[src/fzrb_pkg.sv]
// Package with the shared types, constants and blend function of the feedback blend block.
`timescale 1ns / 1ps

package fzrb_pkg;

	localparam int PIXEL_W        = 24;
	localparam int FIX_W          = 32;
	localparam int CFG_INDEX_W    = 3;
	localparam int FRAME_WIDTH_W  = 9;
	localparam int FRAME_HEIGHT_W = 8;

	localparam logic [PIXEL_W-1:0] BLEND_MASK = 24'hfcfcff;

	localparam logic [FRAME_WIDTH_W-1:0]  FRAME_WIDTH_RST  = 9'd320;
	localparam logic [FRAME_HEIGHT_W-1:0] FRAME_HEIGHT_RST = 8'd240;
	localparam logic [FIX_W-1:0]          STEP_X_RST       = 32'h0001_0000;
	localparam logic [FIX_W-1:0]          STEP_Y_RST       = 32'h0000_0000;
	localparam logic [FIX_W-1:0]          ORIGIN_X_RST     = 32'h0000_0000;
	localparam logic [FIX_W-1:0]          ORIGIN_Y_RST     = 32'h0000_0000;

	typedef enum logic [CFG_INDEX_W-1:0] {
		REG_FRAME_WIDTH  = 3'd0,
		REG_FRAME_HEIGHT = 3'd1,
		REG_STEP_X       = 3'd2,
		REG_STEP_Y       = 3'd3,
		REG_ORIGIN_X     = 3'd4,
		REG_ORIGIN_Y     = 3'd5
	} reg_index_t;

	// Control flags that travel with each word from the front to the back.
	typedef struct packed {
		logic wen;
		logic bank;
		logic frame_end;
	} item_ctl_t;

	// Packed masked blend: three quarters of the previous pixel plus one quarter of the source.
	function automatic logic [PIXEL_W-1:0] blend(input logic [PIXEL_W-1:0] prev,
		input logic [PIXEL_W-1:0] src);
		logic [PIXEL_W-1:0] pm;
		logic [PIXEL_W-1:0] sm;
		logic [PIXEL_W+1:0] sum;
		pm = prev & BLEND_MASK;
		sm = src & BLEND_MASK;
		sum = {2'b00, pm} + {1'b0, pm, 1'b0} + {2'b00, sm};
		return sum[PIXEL_W+1:2];
	endfunction

endpackage

[src/fzrb_front.sv]
// Front part: configuration registers, raster counters, affine cursor and address computation.
`timescale 1ns / 1ps

module fzrb_front #(
	parameter int MAX_WIDTH  = 320,
	parameter int MAX_HEIGHT = 240,
	parameter int AW         = 17,
	parameter int QDEPTH     = 8
) (
	input  logic                              clk,
	input  logic                              arst_n,
	input  logic                              push,
	output logic                              full,
	input  logic [fzrb_pkg::PIXEL_W-1:0]      pixel_in,
	input  logic                              cfg_valid,
	output logic                              cfg_ready,
	input  logic [fzrb_pkg::CFG_INDEX_W-1:0]  cfg_index,
	input  logic [fzrb_pkg::FIX_W-1:0]        cfg_data,
	input  logic                              clearing,
	input  logic                              mid_pop,
	output logic                              out_valid,
	output logic [AW-1:0]                     out_raddr,
	output logic [AW-1:0]                     out_waddr,
	output logic [fzrb_pkg::PIXEL_W-1:0]      out_src,
	output fzrb_pkg::item_ctl_t               out_ctl
);

	localparam int WW   = $clog2(MAX_WIDTH + 1);
	localparam int HW   = $clog2(MAX_HEIGHT + 1);
	localparam int CW   = $clog2(MAX_WIDTH);
	localparam int RW   = $clog2(MAX_HEIGHT);
	localparam int PW   = WW + HW;
	localparam int XW   = 16 + WW + 1;
	localparam int SW   = 18 + WW + HW;
	localparam int WSW  = RW + WW + 1;
	localparam int CNTW = $clog2(QDEPTH + 1);

	logic [fzrb_pkg::FRAME_WIDTH_W-1:0]  frame_width_q;
	logic [fzrb_pkg::FRAME_HEIGHT_W-1:0] frame_height_q;
	logic [fzrb_pkg::FIX_W-1:0]          step_x_q;
	logic [fzrb_pkg::FIX_W-1:0]          step_y_q;
	logic [fzrb_pkg::FIX_W-1:0]          origin_x_q;
	logic [fzrb_pkg::FIX_W-1:0]          origin_y_q;

	logic [CW-1:0]              col_q;
	logic [RW-1:0]              row_q;
	logic                       bank_q;
	logic [fzrb_pkg::FIX_W-1:0] row_start_x_q;
	logic [fzrb_pkg::FIX_W-1:0] row_start_y_q;
	logic [fzrb_pkg::FIX_W-1:0] cursor_x_q;
	logic [fzrb_pkg::FIX_W-1:0] cursor_y_q;
	logic [CNTW-1:0]            cnt_q;

	logic [WW-1:0] w_use;
	logic [HW-1:0] h_use;
	logic          accept;
	logic          row_end;
	logic          frame_done;

	logic                         valid_s1;
	logic [fzrb_pkg::PIXEL_W-1:0] src_s1;
	logic signed [15:0]           ix_s1;
	logic signed [15:0]           iy_s1;
	logic [WW-1:0]                w_s1;
	logic [HW-1:0]                h_s1;
	logic [RW-1:0]                row_s1;
	logic [CW-1:0]                col_s1;
	logic                         bank_s1;
	logic                         fend_s1;

	logic                         valid_s2;
	logic [fzrb_pkg::PIXEL_W-1:0] src_s2;
	logic signed [XW-1:0]         rprod_s2;
	logic [RW+WW-1:0]             wprod_s2;
	logic [PW-1:0]                area_s2;
	logic signed [15:0]           ix_s2;
	logic [CW-1:0]                col_s2;
	logic                         bank_s2;
	logic                         fend_s2;

	logic                         valid_s3;
	logic [AW-1:0]                raddr_s3;
	logic [AW-1:0]                waddr_s3;
	logic [fzrb_pkg::PIXEL_W-1:0] src_s3;
	fzrb_pkg::item_ctl_t          ctl_s3;

	logic signed [SW-1:0] idx;
	logic signed [SW-1:0] area_sx;
	logic [WSW-1:0]       wsum;
	logic [AW-1:0]        raddr_c;

	assign cfg_ready = 1'b1;
	assign accept    = push && !full;
	assign full      = clearing || (cnt_q == CNTW'(QDEPTH));

	always_comb begin
		if (frame_width_q == '0) begin
			w_use = WW'(1);
		end else if (32'(frame_width_q) > 32'(MAX_WIDTH)) begin
			w_use = WW'(MAX_WIDTH);
		end else begin
			w_use = WW'(frame_width_q);
		end
		if (frame_height_q == '0) begin
			h_use = HW'(1);
		end else if (32'(frame_height_q) > 32'(MAX_HEIGHT)) begin
			h_use = HW'(MAX_HEIGHT);
		end else begin
			h_use = HW'(frame_height_q);
		end
	end

	assign row_end    = (32'(col_q) + 32'd1) >= 32'(w_use);
	assign frame_done = row_end && ((32'(row_q) + 32'd1) >= 32'(h_use));

	always_ff @(posedge clk or negedge arst_n) begin
		if (!arst_n) begin
			frame_width_q  <= fzrb_pkg::FRAME_WIDTH_RST;
			frame_height_q <= fzrb_pkg::FRAME_HEIGHT_RST;
			step_x_q       <= fzrb_pkg::STEP_X_RST;
			step_y_q       <= fzrb_pkg::STEP_Y_RST;
			origin_x_q     <= fzrb_pkg::ORIGIN_X_RST;
			origin_y_q     <= fzrb_pkg::ORIGIN_Y_RST;
		end else if (cfg_valid) begin
			unique case (fzrb_pkg::reg_index_t'(cfg_index))
				fzrb_pkg::REG_FRAME_WIDTH: begin
					frame_width_q <= cfg_data[fzrb_pkg::FRAME_WIDTH_W-1:0];
				end
				fzrb_pkg::REG_FRAME_HEIGHT: begin
					frame_height_q <= cfg_data[fzrb_pkg::FRAME_HEIGHT_W-1:0];
				end
				fzrb_pkg::REG_STEP_X: begin
					step_x_q <= cfg_data;
				end
				fzrb_pkg::REG_STEP_Y: begin
					step_y_q <= cfg_data;
				end
				fzrb_pkg::REG_ORIGIN_X: begin
					origin_x_q <= cfg_data;
				end
				fzrb_pkg::REG_ORIGIN_Y: begin
					origin_y_q <= cfg_data;
				end
				default: begin
				end
			endcase
		end
	end

	// At a row end the row start turns by the rotated step; at a frame end it reloads the origin.
	always_ff @(posedge clk or negedge arst_n) begin
		if (!arst_n) begin
			col_q         <= '0;
			row_q         <= '0;
			bank_q        <= 1'b0;
			row_start_x_q <= fzrb_pkg::ORIGIN_X_RST;
			row_start_y_q <= fzrb_pkg::ORIGIN_Y_RST;
			cursor_x_q    <= fzrb_pkg::ORIGIN_X_RST;
			cursor_y_q    <= fzrb_pkg::ORIGIN_Y_RST;
		end else if (accept) begin
			if (row_end) begin
				col_q <= '0;
				if (frame_done) begin
					row_q         <= '0;
					bank_q        <= ~bank_q;
					row_start_x_q <= origin_x_q;
					row_start_y_q <= origin_y_q;
					cursor_x_q    <= origin_x_q;
					cursor_y_q    <= origin_y_q;
				end else begin
					row_q         <= row_q + 1'b1;
					row_start_x_q <= row_start_x_q - step_y_q;
					row_start_y_q <= row_start_y_q + step_x_q;
					cursor_x_q    <= row_start_x_q - step_y_q;
					cursor_y_q    <= row_start_y_q + step_x_q;
				end
			end else begin
				col_q      <= col_q + 1'b1;
				cursor_x_q <= cursor_x_q + step_x_q;
				cursor_y_q <= cursor_y_q + step_y_q;
			end
		end
	end

	// Each accepted word holds one queue slot until the back takes it.
	always_ff @(posedge clk or negedge arst_n) begin
		if (!arst_n) begin
			cnt_q    <= '0;
			valid_s1 <= 1'b0;
			valid_s2 <= 1'b0;
			valid_s3 <= 1'b0;
		end else begin
			cnt_q    <= cnt_q + CNTW'(accept) - CNTW'(mid_pop);
			valid_s1 <= accept;
			valid_s2 <= valid_s1;
			valid_s3 <= valid_s2;
		end
	end

	always_comb begin
		idx     = SW'(rprod_s2) + SW'(ix_s2);
		area_sx = $signed(SW'(area_s2));
		wsum    = WSW'(wprod_s2) + WSW'(col_s2);
		if (idx < 0) begin
			raddr_c = '0;
		end else if (idx >= area_sx) begin
			raddr_c = AW'(area_s2 - 1'b1);
		end else begin
			raddr_c = AW'(idx);
		end
	end

	always_ff @(posedge clk) begin
		src_s1  <= pixel_in;
		ix_s1   <= $signed(cursor_x_q[31:16]);
		iy_s1   <= $signed(cursor_y_q[31:16]);
		w_s1    <= w_use;
		h_s1    <= h_use;
		row_s1  <= row_q;
		col_s1  <= col_q;
		bank_s1 <= bank_q;
		fend_s1 <= frame_done;

		src_s2   <= src_s1;
		rprod_s2 <= XW'(iy_s1) * XW'($signed({1'b0, w_s1}));
		wprod_s2 <= (RW + WW)'(row_s1) * (RW + WW)'(w_s1);
		area_s2  <= PW'(w_s1) * PW'(h_s1);
		ix_s2    <= ix_s1;
		col_s2   <= col_s1;
		bank_s2  <= bank_s1;
		fend_s2  <= fend_s1;

		raddr_s3         <= raddr_c;
		waddr_s3         <= AW'(wsum);
		src_s3           <= src_s2;
		ctl_s3.wen       <= SW'(wsum) < SW'(area_s2);
		ctl_s3.bank      <= bank_s2;
		ctl_s3.frame_end <= fend_s2;
	end

	assign out_valid = valid_s3;
	assign out_raddr = raddr_s3;
	assign out_waddr = waddr_s3;
	assign out_src   = src_s3;
	assign out_ctl   = ctl_s3;

endmodule

[config.mk]
export PLATFORM = sky130hd
export DESIGN_NAME = fzrb_front
export DESIGN_NICKNAME = d
export VERILOG_FILES = /design/src/fzrb_pkg.sv /design/src/fzrb_front.sv
export SDC_FILE = /design/constraint.sdc
export NUM_CORES = 2
export LEC_CHECK = 0
export BUFFER_PORTS_ARGS = -buffer_cell sky130_fd_sc_hd__buf_4
export CAP_MARGIN = 5
export CORE_UTILIZATION = 58
export DETAILED_ROUTE_END_ITERATION = 8
export HOLD_SLACK_MARGIN = 0.15
export PLACE_DENSITY = 0.78
export SLEW_MARGIN = 20
export SYNTH_ARGS = -nofsm -noshare
export SYNTH_HDL_FRONTEND = slang
export SYNTH_SLANG_ARGS = --single-unit
[constraint.sdc]
create_clock -name clk -period 6.28 [get_ports clk]
set_clock_uncertainty 0.05 [all_clocks]
set_input_delay 0.628 -clock clk [delete_from_list [all_inputs] [get_ports clk]]
set_output_delay 0.628 -clock clk [all_outputs]
set_load 0.01 [all_outputs]
==> flow_metrics.tcl <==
set metrics [dict create \
    die_h_um 256 \
    fin_crit_ns 5.88 \
    avgViaCountPerCell 5.73 \
    post-route-period-util_pct 93.7 \
    outcome "completed" \
    cp.buffers_inverters 3 \
    post-synth-top-area-cell "dfrtp_1" \
    antenna_found_initial 2 \
    reg2regPathDepth 20 \
    crit_arrival_ns 6.33 \
    vias 28200 \
    dr.pass1.iters 8 \
    crit_start "w_s1[4]$_DFF_P_" \
    slew_violations 0 \
    nNetsFinal 4648 \
    r2r-end "rprod_s2[25]$_DFF_P_" \
    grt_pass1_wl_mm 146 \
    setup_tns_ns 0 \
    tritoncts "done" \
    root_buffer "clkbuf_16" \
    coreArea_mm2 0.0634 \
    clock_latency_ns 0.67 \
    cts_setup_buffers 0 \
    die_w_um 256 \
    rsz0062_at_grt "no" \
    syn_to_final_growth_pct 11.2 \
    drt_iter0_drc 2150 \
    critPathSlowestCell "dfxtp_1" \
    synthTopCellsByCount "nand2_1, inv_1, ha_1, dfrtp_1, dfxtp_1" \
    clock-sinks 562 \
    fillers 5043 \
    synthFlopType "dfrtp_1" \
    max_freq_ghz 0.170 \
    min_to "origin_y_q[26]$_DFFE_PN0P_" \
    yosysSeqAreaShare_pct 34.1 \
    rows 92 \
    wl_mm 90.1 \
    cts_inserted_buffers 59 \
    pin_count 129 \
    htreeDepth 2 \
    post-dp-hpwl_mm 67.7 \
    drcViolationCount 0 \
    avgRoutedWirePerCell_um 18.3 \
    yosysUniqueCellTypes 91 \
    worstMarginPinSlew_ns 1.12 \
    antenna_left 0 \
    clockBufferDepth 3 \
    grt.overflow.total 0 \
    gp_congestion 0.954 \
    synth.most_common_cell "nand2_1" \
    crit_fanout 12 \
    whs_path_depth 2 \
    async_flop_share_pct 53.0 \
    netlist.area_leader.share_pct 19.4 \
    hp-class "input port to flop" \
    die_area_mm2 0.0656 \
    postSynthCellCount 3911 \
    grt_start_max_net_pins 132 \
    worst_setup_path_end_kind "flop" \
    start_kind "flop" \
    synth_nets 4537 \
    finalHoldViolCount 0 \
    netlist_area_mm2 0.0374 \
    antennaDiodeCount 0 \
    crit_path_cell_trace "nand2_1 > fa_1 > inv_1 > fa_1 > fa_1 > fa_1 > inv_1 > fa_1 > inv_1 > ha_1 > a21o_1 > a21o_1 > a21oi_1 > nor2_1 > a21oi_1 > o311a_1 > nor3_1 > a2111oi_2 > a21oi_1 > xnor2_1" \
    slew_headroom_pct 25.4 \
    worstSetupPathType "flop to flop" \
    yosysWarningCount 0 \
    max_cap_viol_count 0 \
    hp-start "cfg_data[26]" \
    clkTransAtPathRegs_ns 0.07 \
    synthTopCellsByArea "dfrtp_1, dfxtp_1, ha_1, fa_1, mux2_2" \
    drive_gt1_share_pct 11.8 \
    required_ns 6.73 \
    synth_edf_count 0 \
    cpPeakStageDelay_ns 0.59 \
    ys_seq_elements 562 \
    setup_viol 0 \
    fin_hold_ws_ns 0.176 \
    start_util_pct 59.0 \
    ff2ff_setup_slack_ns 0.40 \
    syn_avg_cell_area_um2 9.57 \
    track_usage_pct 27.6 \
    cpMostUsedCell "fa_1" \
    grt_pass1_vias 28000 \
    crit_family "adder cells" \
    port_buffers 127 \
    worstReg2RegStart "w_s1[4]$_DFF_P_" \
]
how the worst max path moves through the flow:
stage,endpoint,cells after the start
5_1_grt,rprod_s2[25]$_DFF_P_,21
3_5_place_dp,rprod_s2[25]$_DFF_P_,20
4_1_cts,rprod_s2[25]$_DFF_P_,21
3_3_place_gp,rprod_s2[25]$_DFF_P_,21
6_report,rprod_s2[25]$_DFF_P_,20
2_1_floorplan,rprod_s2[25]$_DFF_P_,22
placed cells by master, fill, tap and decap left out, types with 28 or more instances in the layout:
| cell type | instances |
|---|---|
| a211oi_1 | 35 |
| a21o_1 | 96 |
| a21oi_1 | 212 |
| and2_1 | 134 |
| and3_1 | 33 |
| buf_4 | 160 |
| clkbuf_16 | 62 |
| dfrtp_1 | 291 |
| dfxtp_1 | 261 |
| dlygate4sd3_1 | 28 |
| fa_1 | 213 |
| ha_1 | 348 |
| inv_1 | 394 |
| mux2_2 | 146 |
| nand2_1 | 430 |
| nand2b_1 | 29 |
| nand3_1 | 61 |
| nor2_1 | 196 |
| nor3_1 | 42 |
| o21a_1 | 42 |
| o21ai_0 | 210 |
| o21bai_1 | 30 |
| xnor2_1 | 139 |
| xor2_1 | 63 |
stage by stage:
step / area (um^2) / worst slack (ns) / instances / utilization (%)
6_report: 41600 / 0.396 / 4919 / 65.6
5_1_grt: 41600 / 0.0484 / 4919 / 65.6
4_1_cts: 41600 / 0.0822 / 4919 / 65.6
3_5_place_dp: 39200 / 0.180 / 4779 / 61.9
3_3_place_gp: 39200 / 0.334 / 4779 / 61.9
2_1_floorplan: 37400 / 0.360 / 3911 / -
sequential cells by signal, indices dropped and copies added (netlist names), 32 cells and up:
name           cells
origin_y_q        32
step_x_q          32
cursor_x_q        32
step_y_q          32
cursor_y_q        32
row_start_y_q     32
origin_x_q        32
row_start_x_q     32
layer usage:
metal,global-route usage (%),up-vias,part of all wire [%]
li1,-,13600,-
met1,38.0,13600,44
met2,45.2,836,46
met3,3.44,169,6.2
met4,9.02,0,3.1
met5,0,-,0
worst register-to-register path: stages, from the launching register on:
cell and delay (ns):
dfxtp_1 0.59, nand2_1 0.15, fa_1 0.55, inv_1 0.06, fa_1 0.56, fa_1 0.44, fa_1 0.49, inv_1 0.05
fa_1 0.47, inv_1 0.05, ha_1 0.34, a21o_1 0.18, a21o_1 0.17, a21oi_1 0.27, nor2_1 0.09, a21oi_1 0.19
o311a_1 0.24, nor3_1 0.08, a2111oi_2 0.45, a21oi_1 0.14, xnor2_1 0.15
layout make-up:
class	count	area, um^2	area share, %
clock inverters	39	449	1.08
clock buffers	73	1640	3.95
inverters	396	1490	3.57
well taps	846	1060	2.54
multi-input cells	2811	22700	54.5
flip-flops and latches	562	12800	30.6
repair buffers	192	1550	3.72
cell families (layout without fill, tap and decap cells):
kind of cell	count (synthesis)	in the layout	synth area share, %
buffers and inverters	538	700	5.49
adders and majority gates	561	561	23.0
DFF	562	562	34.1
muxes	172	172	5.09
xor gates and xnor gates	202	202	4.73
other	1	1	0.0100
and+or+nand+nor	1039	1039	12.9
AOI/OAI and AO/OA	836	836	14.7
what timing repair did:
item | 4_1_cts | 5_1_grt
hold endpoints to repair | 143 | 0
gates resized for setup | 0 | 7
hold buffers | 28 | 0
endpoints found under the setup margin | 0 | 2
Power is left out: the tool's default activity adds up to more than one toggle a clock period on the data nets, which glitch-free logic cannot reach.
