File: src/fzrb_fifo.sv
// Small register queue used between the front and back and at the result side.
`timescale 1ns / 1ps

module fzrb_fifo #(
	parameter int WIDTH = 8,
	parameter int DEPTH = 4
) (
	input  logic             clk,
	input  logic             arst_n,
	input  logic             push,
	input  logic             pop,
	input  logic [WIDTH-1:0] wdata,
	output logic [WIDTH-1:0] rdata,
	output logic             empty
);

	localparam int PTRW = $clog2(DEPTH);
	localparam int CNTW = $clog2(DEPTH + 1);

	logic [WIDTH-1:0] mem_q [DEPTH];
	logic [PTRW-1:0]  wptr_q;
	logic [PTRW-1:0]  rptr_q;
	logic [CNTW-1:0]  cnt_q;
	logic             do_pop;

	assign empty  = (cnt_q == '0);
	assign do_pop = pop && !empty;
	assign rdata  = mem_q[rptr_q];

	always_ff @(posedge clk or negedge arst_n) begin
		if (!arst_n) begin
			wptr_q <= '0;
			rptr_q <= '0;
			cnt_q  <= '0;
		end else begin
			if (push) begin
				wptr_q <= (wptr_q == PTRW'(DEPTH - 1)) ? '0 : wptr_q + 1'b1;
			end
			if (do_pop) begin
				rptr_q <= (rptr_q == PTRW'(DEPTH - 1)) ? '0 : rptr_q + 1'b1;
			end
			cnt_q <= cnt_q + CNTW'(push) - CNTW'(do_pop);
		end
	end

	always_ff @(posedge clk) begin
		if (push) begin
			mem_q[wptr_q] <= wdata;
		end
	end

endmodule

File: config.mk
export PLATFORM = sky130hd
export DESIGN_NAME = fzrb_fifo
export DESIGN_NICKNAME = d
export VERILOG_FILES = /design/src/fzrb_fifo.sv
export SDC_FILE = /design/constraint.sdc
export NUM_CORES = 1
export LEC_CHECK = 0
export ABC_CLOCK_PERIOD_IN_PS = 6000
export BUFFER_PORTS_ARGS = -buffer_cell sky130_fd_sc_hd__clkbuf_2
export CORE_ASPECT_RATIO = 0.7
export CORE_MARGIN = 5
export CORE_UTILIZATION = 50
export DETAILED_ROUTE_END_ITERATION = 12
export HOLD_SLACK_MARGIN = 0.1
export PLACE_DENSITY = 0.79
export SLEW_MARGIN = 20
export SYNTH_ARGS = -nofsm -noshare
export SYNTH_HDL_FRONTEND = slang
export SYNTH_SLANG_ARGS = --single-unit
File: constraint.sdc
create_clock -name clk -period 6 [get_ports clk]
set_clock_uncertainty 0.15 [all_clocks]
set_input_delay 0.9 -clock clk [delete_from_list [all_inputs] [get_ports clk]]
set_output_delay 0.9 -clock clk [all_outputs]
set_load 0.01 [all_outputs]
==> results.yml, run 1 <==
run_status:
  outcome: "finished, final reports clean"
sta:
  timing.slew.headroom_pct: 59.7
  fin_crit_ps: 2800
  setup_tns_ps: 0
  holdWs_ps: 295
  setup_viol: 0
  report.final.slew_viol_count: 0
  hold_viol: 0
  max_slew.worst_pin.slew_ps: 605
  max_freq_ghz: 0.357
  fin_crit_sh_pct: 46.7
  rsz0062_at_grt: "no"
synthesis:
  synth_cells: 79
  synth_compound_area_share_pct: 1.97
  ys.flop_type: "edfxtp_1"
  synth-simple-area-share_pct: 2.92
  yosys.area_share.adder_pct: 6.79
  syn_area_per_cell_um2: 20.1
  synth_xor_area_share_pct: 1.11
  yosysWarningCount: 0
  ys_seq_area_share_pct: 71.7
  ys_ff_latch: 39
  yosysTopAreaCellShare_pct: 60.7
  synthMuxAreaShare_pct: 12.8
  ys_types: 17
  syn_nets: 99
  synth_top_family_by_area: "multiplexers"
  synth_largest_area_cell: "edfxtp_1"
  async_reset_ff_share_pct: 17.9
  synth-edff-count: 32
  yosys-top-cells-area: "edfxtp_1 61%, mux4_2 11%, dfrtp_1 11%"
  synth_area_mm2: 0.00158
detailed_routing:
  firstDrtPassIters: 4
  postRouteAntennaNets: 0
  wl_per_cell_um: 16.7
  via_per_inst: 5.36
  vias: 767
  drcViolationCount: 0
  drt_iter0_drc: 53
  wl_um: 2390
floorplan:
  die_y_um: 57.1
  fp.dieW_um: 77.3
  core_area_mm2: 0.00311
  io_pins: 21
  dieArea_mm2: 0.00441
  initial_core_util_pct: 51.0
  rows: 17
setup_path:
  timing.rr.start: "cnt_q[1]"
  startpoint_type: "flip-flop"
  path_buf_inv: 1
  crit_arrival_ps: 1750
  crit_required_ps: 4950
  worstPathMaxFanout: 11
  crit_family: "flip-flops"
  startpoint: "rptr_q[0]"
  worstSetupPathType: "reg2out"
  critPathCaptureType: "output pin"
  cpPeakStageDelay_ps: 730
  path_cells: "mux4_2 > clkbuf_2"
  cp_slowest_cell: "dfrtp_1"
placed_design:
  hpwlAfterDp_um: 1670
  gp_congestion: 0.765
  port_buffers: 20
  placed_cells: 135
clock_network:
  clock_latency_ps: 280
  cts_tree: "done"
  cts-root-buf: "clkbuf_8"
  cts_resized: 0
  post_cts_buffers: 0
  holdBufCountCts: 0
  path_clk_slew_ps: 70
  cts_sinks: 39
  h-tree-depth: 2
  cts_buffers: 5
  cts_buffer_depth: 2
global_routing:
  grt_overflow: 0
  grt_pass1_wl_um: 4130
  grt_pass1_vias: 861
  antenna_found_initial: 0
  grt_max_degree: 12
  grt_use_total_pct: 12.7
layout:
  antenna_cells: 0
  drive_gt1_share_pct: 36.2
  n_fill_cell: 242
  final_nets: 124
  layoutNonFillerInstCount: 143
  area_growth_pct: 14.6
pwr:
  power.leakage_uw: 0.000696
  power-per-cell-area_mw_per_mm2: 467
  ir_drop_v: 0.000148
min_path:
  min_path_type: "in2async"
run:
  cap_violations: 0
-- cell usage after synthesis (2+ instances only) --
| library cell | number |
|---|---|
| edfxtp_1 | 32 |
| inv_1 | 7 |
| mux2_2 | 2 |
| ha_1 | 7 |
| xnor2_1 | 2 |
| dfrtp_1 | 7 |
| mux4_2 | 8 |
| and2_1 | 4 |
| o21ai_0 | 2 |
-- worst paths after layout --
kind,end,slack [ps],cells after the start
max in group asynchronous,wptr_q[1],5230,1
max,rdata[6],3200,2
max reg2reg,cnt_q[2],3740,9
min reg2reg,cnt_q[2],460,1
min in group clk,cnt_q[2],460,1
min,rptr_q[1],290,1
-- worst reg2reg max path, stage by stage, from the launching register on --
cell	delay, ps
dfrtp_1	460
o31ai_4	310
inv_1	80
ha_1	270
inv_1	60
ha_1	130
inv_1	50
fa_1	370
xnor2_1	190
xnor2_1	130
-- registers in the layout, indices dropped and copies added, names as in the netlist --
register and cells:
mem_q 32, cnt_q 3, rptr_q 2, wptr_q 2
-- stage by stage --
| stage | total power, µW | area (µm²) | worst slack, ps | utilization (%) |
|---|---|---|---|---|
| 5_1_grt | 909 | 1820 | 3040 | 58.5 |
| 4_1_cts | 863 | 1820 | 3150 | 58.5 |
| 3_5_place_dp | 674 | 1720 | 3420 | 55.2 |
| 6_report | 849 | 1820 | 3200 | 58.5 |
| 2_1_floorplan | 592 | 1580 | 3620 | - |
| 3_3_place_gp | 653 | 1720 | 3480 | 55.2 |
-- per-layer routing --
metal  track usage (%)  vias up  share of wire [%]
met5                 0        -                  0
met4              6.62        0                1.6
met3              5.21        5                5.8
met2              21.0       21                 50
met1              14.3      393                 43
li1                  -      348                  -
-- cell usage in the layout, fill, tap and decap left out --
cell type	instances
mux4_2	8
nand2_1	1
ha_1	7
edfxtp_1	32
clkbuf_8	7
nor3_1	1
o21ai_0	2
xnor2_1	2
o31ai_4	1
mux2_2	2
fa_1	1
dfrtp_1	7
nor2_1	1
clkbuf_2	20
and2_1	4
clkbuf_1	1
or3b_1	1
inv_1	7
-- where the power goes --
| group | internal, µW | leakage (µW) | switching [µW] |
|---|---|---|---|
| Combinational | 131 | 0.000268 | 111 |
| Sequential | 357 | 0.000377 | 61.5 |
| Clock | 105 | 0.0000515 | 82.6 |
| Total | 593 | 0.000696 | 255 |
-- area by class of cell --
cell class | instances | area [µm²] | area share [%]
clock buffer | 8 | 100 | 5.51
inverter | 7 | 26.3 | 1.45
multi-input combinational | 31 | 405 | 22.3
timing repair buffer | 20 | 100 | 5.51
sequential | 39 | 1140 | 62.6
tap | 38 | 47.5 | 2.62
-- kinds of logic after synthesis --
kind of cell | Yosys count
XOR/XNOR | 2
AO/OA/AOI/OAI | 3
AND/OR/NAND/NOR | 8
adder cells (fa/ha/maj) | 8
multiplexers | 10
buffers and inverters | 9
flip-flops | 39
Power figures use the tool's default switching activity.
==> inputs of run 2 (changes only) <==
--- a/config.mk
+++ b/config.mk
@@ -5,7 +5,7 @@
 export SDC_FILE = /design/constraint.sdc
 export NUM_CORES = 1
 export LEC_CHECK = 0
-export ABC_CLOCK_PERIOD_IN_PS = 6000
+export ABC_CLOCK_PERIOD_IN_PS = 2800
 export BUFFER_PORTS_ARGS = -buffer_cell sky130_fd_sc_hd__clkbuf_2
 export CORE_ASPECT_RATIO = 0.7
 export CORE_MARGIN = 5
==> constraint.sdc (replaced) <==
create_clock -name clk -period 2.8 [get_ports clk]
set_clock_uncertainty 0.15 [all_clocks]
set_input_delay 0.42 -clock clk [delete_from_list [all_inputs] [get_ports clk]]
set_output_delay 0.42 -clock clk [all_outputs]
set_load 0.01 [all_outputs]
==> results.yml, run 2 (synthesized netlist as in run 1, its figures left out) <==
run_status:
  outcome: "finished, final reports clean"
global_routing:
  grt_max_degree: 13
  grt_overflow: 0
  grt_use_total_pct: 12.5
  grt_pass1_wl_um: 4020
  grt_pass1_vias: 824
  antenna_found_initial: 0
detailed_routing:
  dr.max_layer_used: "met4"
  wl_met1_um: 985
  wl_um: 2350
  drt_iter0_drc: 16
  via_per_inst: 5.28
  wl_met3_um: 117
  drcViolationCount: 0
  firstDrtPassIters: 4
  vias: 760
  postRouteAntennaNets: 0
  wl_per_cell_um: 16.3
  wl_met2_um: 1230
sta:
  rsz0062_at_grt: "no"
  setup_viol: 0
  max_freq_ghz: 0.431
  setup_tns_ps: 0
  report.final.slew_viol_count: 0
  max_slew.worst_pin.slew_ps: 599
  timing.slew.headroom_pct: 60.1
  holdWs_ps: 201
  fin_crit_sh_pct: 82.9
  fin_crit_ps: 2320
  hold_viol: 0
min_path:
  min_path_type: "in2reg"
layout:
  largest_reg_flops: 32
  top_regs: "mem_q (32), cnt_q (3)"
  final_common_cell: "edfxtp_1"
  n_fill_cell: 225
  area_growth_pct: 14.3
  final_nets: 125
  drive_gt1_share_pct: 35.8
  antenna_cells: 0
  layout_common_cells: "32 x edfxtp_1, 20 x clkbuf_2, 8 x mux4_2"
  finish.utilization_pct: 58.3
  multi_input_area_um2: 405
  regMostFlops: "mem_q"
  seq_area_mm2: 0.00114
floorplan:
  io_pins: 21
  fp.dieW_um: 77.3
  dieArea_mm2: 0.00441
  core_area_mm2: 0.00311
  initial_core_util_pct: 51.0
  die_y_um: 57.1
  rows: 17
placed_design:
  gp_congestion: 0.719
  port_buffers: 20
  hpwlAfterDp_um: 1660
pwr:
  intPower_uw: 1220
  p_sw_share_pct: 31.2
  p_comb_share_pct: 29.4
  fin_total_pwr_uw: 1770
  ir_drop_v: 0.000376
  seq_power_share_pct: 50.5
  clkPwrFrac_pct: 20.0
  power-per-cell-area_mw_per_mm2: 980
  power.leakage_uw: 0.000690
  switchingPower_uw: 554
clock_network:
  h-tree-depth: 2
  cts_tree: "done"
  cts_sinks: 39
  clock_latency_ps: 280
  cts-root-buf: "clkbuf_8"
  cts_buffers: 5
  cts_buffer_depth: 2
  path_clk_slew_ps: 70
setup_path:
  crit_family: "flip-flops"
  cpPeakStageDelay_ps: 730
  crit_required_ps: 2230
  worstPathMaxFanout: 11
  worstSetupPathType: "reg2out"
  path_cells: "mux4_2 > clkbuf_2"
  path_buf_inv: 1
  startpoint_type: "flip-flop"
  cp_slowest_cell: "dfrtp_1"
  crit_arrival_ps: 1750
  r2r_setup_slack_ps: 480
  critPathCaptureType: "output pin"
run:
  cap_violations: 0
## run 2: what timing repair did
| action | CTS | global route |
|---|---|---|
| setup buffers | 0 | 0 |
| gates resized for setup | 0 | 0 |
| endpoints found under the setup margin | 0 | 0 |
| hold endpoints to repair | 7 | 0 |
| hold buffers | 1 | 0 |
## run 2: power groups by stage
stage	clock, µW	combinational, µW	sequential, µW
2_1_floorplan	0	433	834
3_3_place_gp	0	498	902
3_5_place_dp	0	530	915
4_1_cts	366	535	902
5_1_grt	399	579	923
6_report	356	522	896
## run 2: path summary, 6_finish.rpt
kind,depth (start not counted),from,endpoint
max reg2reg,9,cnt_q[1],cnt_q[2]
max in group asynchronous,2,arst_n,cnt_q[1]
min reg2reg,2,wptr_q[0],wptr_q[0]
min in group asynchronous,2,arst_n,rptr_q[0]
min,1,wdata[2],mem_q[2][2]
max,2,rptr_q[0],rdata[4]
## run 2: area by class of cell
cell class | count | share of cell area, %
flip-flops and latches | 39 | 62.8
multi-input cells | 31 | 22.4
repair buffers | 21 | 6.08
clock buffers | 6 | 4.01
well taps | 38 | 2.63
inverters | 7 | 1.45
clock inverters | 2 | 0.691
## run 2: per-stage QoR
stage               std cells  instance area (µm²)  worst slack (ps)
detailed placement        135                 1720               501
floorplan                  79                 1580               644
CTS                       144                 1810               433
finish                    144                 1810               479
global placement          135                 1720               608
global route              144                 1810               339
## run 2: routing by layer
metal	global-route usage, %	vias up
met1	14.8	384
met2	20.0	18
met5	0	-
met3	6.78	4
li1	-	354
met4	3.68	0
==> inputs of run 3 (changes only) <==
--- a/config.mk
+++ b/config.mk
@@ -5,14 +5,15 @@
 export SDC_FILE = /design/constraint.sdc
 export NUM_CORES = 1
 export LEC_CHECK = 0
-export ABC_CLOCK_PERIOD_IN_PS = 2800
+export ABC_AREA = 1
+export ABC_CLOCK_PERIOD_IN_PS = 2300
 export BUFFER_PORTS_ARGS = -buffer_cell sky130_fd_sc_hd__clkbuf_2
 export CORE_ASPECT_RATIO = 0.7
 export CORE_MARGIN = 5
 export CORE_UTILIZATION = 50
 export DETAILED_ROUTE_END_ITERATION = 12
 export HOLD_SLACK_MARGIN = 0.1
-export PLACE_DENSITY = 0.79
+export PLACE_DENSITY = 0.78
 export SLEW_MARGIN = 20
 export SYNTH_ARGS = -nofsm -noshare
 export SYNTH_HDL_FRONTEND = slang
==> constraint.sdc (replaced) <==
create_clock -name clk -period 2.3 [get_ports clk]
set_clock_uncertainty 0.15 [all_clocks]
set_input_delay 0.345 -clock clk [delete_from_list [all_inputs] [get_ports clk]]
set_output_delay 0.345 -clock clk [all_outputs]
set_load 0.01 [all_outputs]
==> results.yml, run 3 <==
synthesis:
  synth_top_family_by_area: "buffers and inverters"
  synth_cells: 146
  synthMuxAreaShare_pct: 0
  ys_seq_area_share_pct: 65.6
  yosysTopAreaCellShare_pct: 55.5
  ys_ff_latch: 39
  syn_nets: 166
  synth_most_common_cell: "nand2_1"
  synth_compound_area_share_pct: 7.80
  syn_area_per_cell_um2: 11.9
  async_reset_ff_share_pct: 17.9
  ys_types: 14
  synth-simple-area-share_pct: 9.68
  synth_area_mm2: 0.00173
  ys.flop_type: "edfxtp_1"
  synth_commonest_cells: "39 x nand2_1, 32 x edfxtp_1, 30 x inv_1"
  synth_xor_area_share_pct: 1.01
  yosys-top-cells-area: "edfxtp_1 55%, dfrtp_1 10%, nand2_1 8.4%"
  yosysWarningCount: 0
  synth_largest_area_cell: "edfxtp_1"
  synth-edff-count: 32
  yosys.area_share.adder_pct: 6.21
setup_path:
  startpoint_type: "flip-flop"
  critPathCaptureType: "flip-flop"
  crit_required_ps: 2350
  cp_slowest_cell: "fa_1"
  worstPathMaxFanout: 4
  path_cells: "nor2_1 > nand2_1 > nand2_1 > inv_1 > ha_1 > inv_1 > ha_1 > inv_1 > fa_1 > inv_1"
  worstSetupPathType: "reg2reg"
  cp_common_cell: "inv_1"
  r2r_setup_slack_ps: 190
  cpPeakStageDelay_ps: 480
  crit_arrival_ps: 2160
global_routing:
  grt_max_degree: 21
  grt_pass1_vias: 1109
  grt_use_total_pct: 15.2
  grt_overflow: 0
  grt_pass1_wl_um: 5170
  antenna_found_initial: 0
sta:
  holdWs_ps: 117
  timing.slew.headroom_pct: 74.3
  fin_crit_ps: 2110
  report.final.slew_viol_count: 0
  setup_tns_ps: 0
  setup_viol: 0
  rsz0062_at_grt: "no"
  max_freq_ghz: 0.474
  hold_viol: 0
  fin_crit_sh_pct: 91.8
  max_slew.worst_pin.slew_ps: 386
run:
  cap_violations: 0
pwr:
  ir_drop_v: 0.000613
  power.leakage_uw: 0.000890
  power-per-cell-area_mw_per_mm2: 1190
floorplan:
  dieArea_mm2: 0.00476
  fp.dieW_um: 80.4
  initial_core_util_pct: 53.6
  io_pins: 21
  die_y_um: 59.3
  rows: 17
  core_area_mm2: 0.00323
layout:
  final_common_cell: "nand2_1"
  drive_gt1_share_pct: 18.5
  regMostFlops: "mem_q"
  layout_common_cells: "39 x nand2_1, 32 x edfxtp_1, 30 x inv_1"
  largest_reg_flops: 32
  layoutNonFillerInstCount: 220
  area_growth_pct: 12.9
  antenna_cells: 0
  finish.utilization_pct: 60.5
  n_fill_cell: 271
  top_regs: "mem_q (32), cnt_q (3)"
  final_nets: 192
clock_network:
  cts-root-buf: "clkbuf_8"
  cts_resized: 0
  cts_tree: "done"
  cts_buffer_depth: 2
  post_cts_buffers: 0
  clock_latency_ps: 290
  cts_buffers: 5
  cts_sinks: 39
  path_clk_slew_ps: 80
  h-tree-depth: 2
detailed_routing:
  wl_um: 3020
  firstDrtPassIters: 4
  postRouteAntennaNets: 0
  vias: 1042
  drt_iter0_drc: 80
  drcViolationCount: 0
  wl_per_cell_um: 13.7
  via_per_inst: 4.74
placed_design:
  hpwlAfterDp_um: 1980
  placed_cells: 211
  gp_congestion: 0.701
  port_buffers: 20
run_status:
  outcome: "finished, final reports clean"
min_path:
  min_path_type: "in2reg"
-- run 3: final cells by class --
cell class	instances	area, µm²	area share, %
multi-input cells	72	428	21.9
repair buffers	24	133	6.78
well taps	47	58.8	3.01
clock buffers	5	68.8	3.52
inverters	30	113	5.75
clock inverters	3	20.0	1.02
flip-flops and latches	39	1140	58.1
-- run 3: final timing paths --
check | depth (start not counted) | from | end
hold reg to reg | 3 | cnt_q[2] | cnt_q[2]
min in group asynchronous | 2 | arst_n | cnt_q[2]
max in group asynchronous | 2 | arst_n | cnt_q[0]
setup / recovery | 10 | cnt_q[1] | cnt_q[1]
hold / removal | 1 | wdata[5] | mem_q[2][5]
setup reg to reg | 10 | cnt_q[1] | cnt_q[1]
-- run 3: per-stage QoR --
| step | cell area (µm²) | power (µW) | worst slack (ps) |
|---|---|---|---|
| after global routing | 1960 | 2520 | 64.2 |
| final | 1960 | 2330 | 189 |
| after detailed placement | 1860 | 1890 | 194 |
| after floorplan | 1730 | 1660 | 328 |
| after CTS | 1960 | 2360 | 181 |
| after global placement | 1860 | 1830 | 279 |
-- run 3: cells by family (layout without fill, tap and decap cells) --
family	count (synthesis)	in the layout
AND/OR/NAND/NOR	44	44
flip-flops	39	39
buffers and inverters	35	62
AO/OA/AOI/OAI	18	18
adder cells (fa/ha/maj)	8	8
XOR/XNOR	2	2
-- run 3: power breakdown --
part	internal, µW	switching (µW)
sequential	931	70.3
combinational	331	543
clock	211	241
-- run 3: worst max-delay path, delay by kind of cell (launching register included) --
kind / cells / cell delay [ps]
flip-flops: 1 / 450
AND/OR/NAND/NOR: 3 / 330
adder cells (fa/ha/maj): 3 / 870
buffers and inverters: 4 / 210
-- run 3: what timing repair did --
item,in CTS,in global routing
hold buffers,1,0
hold endpoints to repair,7,0
endpoints found under the setup margin,0,0
-- run 3: routing by layer --
| metal | wire (µm) | global-route usage, % | up-vias |
|---|---|---|---|
| li1 | - | - | 526 |
| met1 | 1260 | 16.8 | 491 |
| met2 | 1580 | 27.1 | 23 |
| met5 | 0 | 0 | - |
| met3 | 153 | 4.41 | 2 |
| met4 | 26 | 7.23 | 0 |
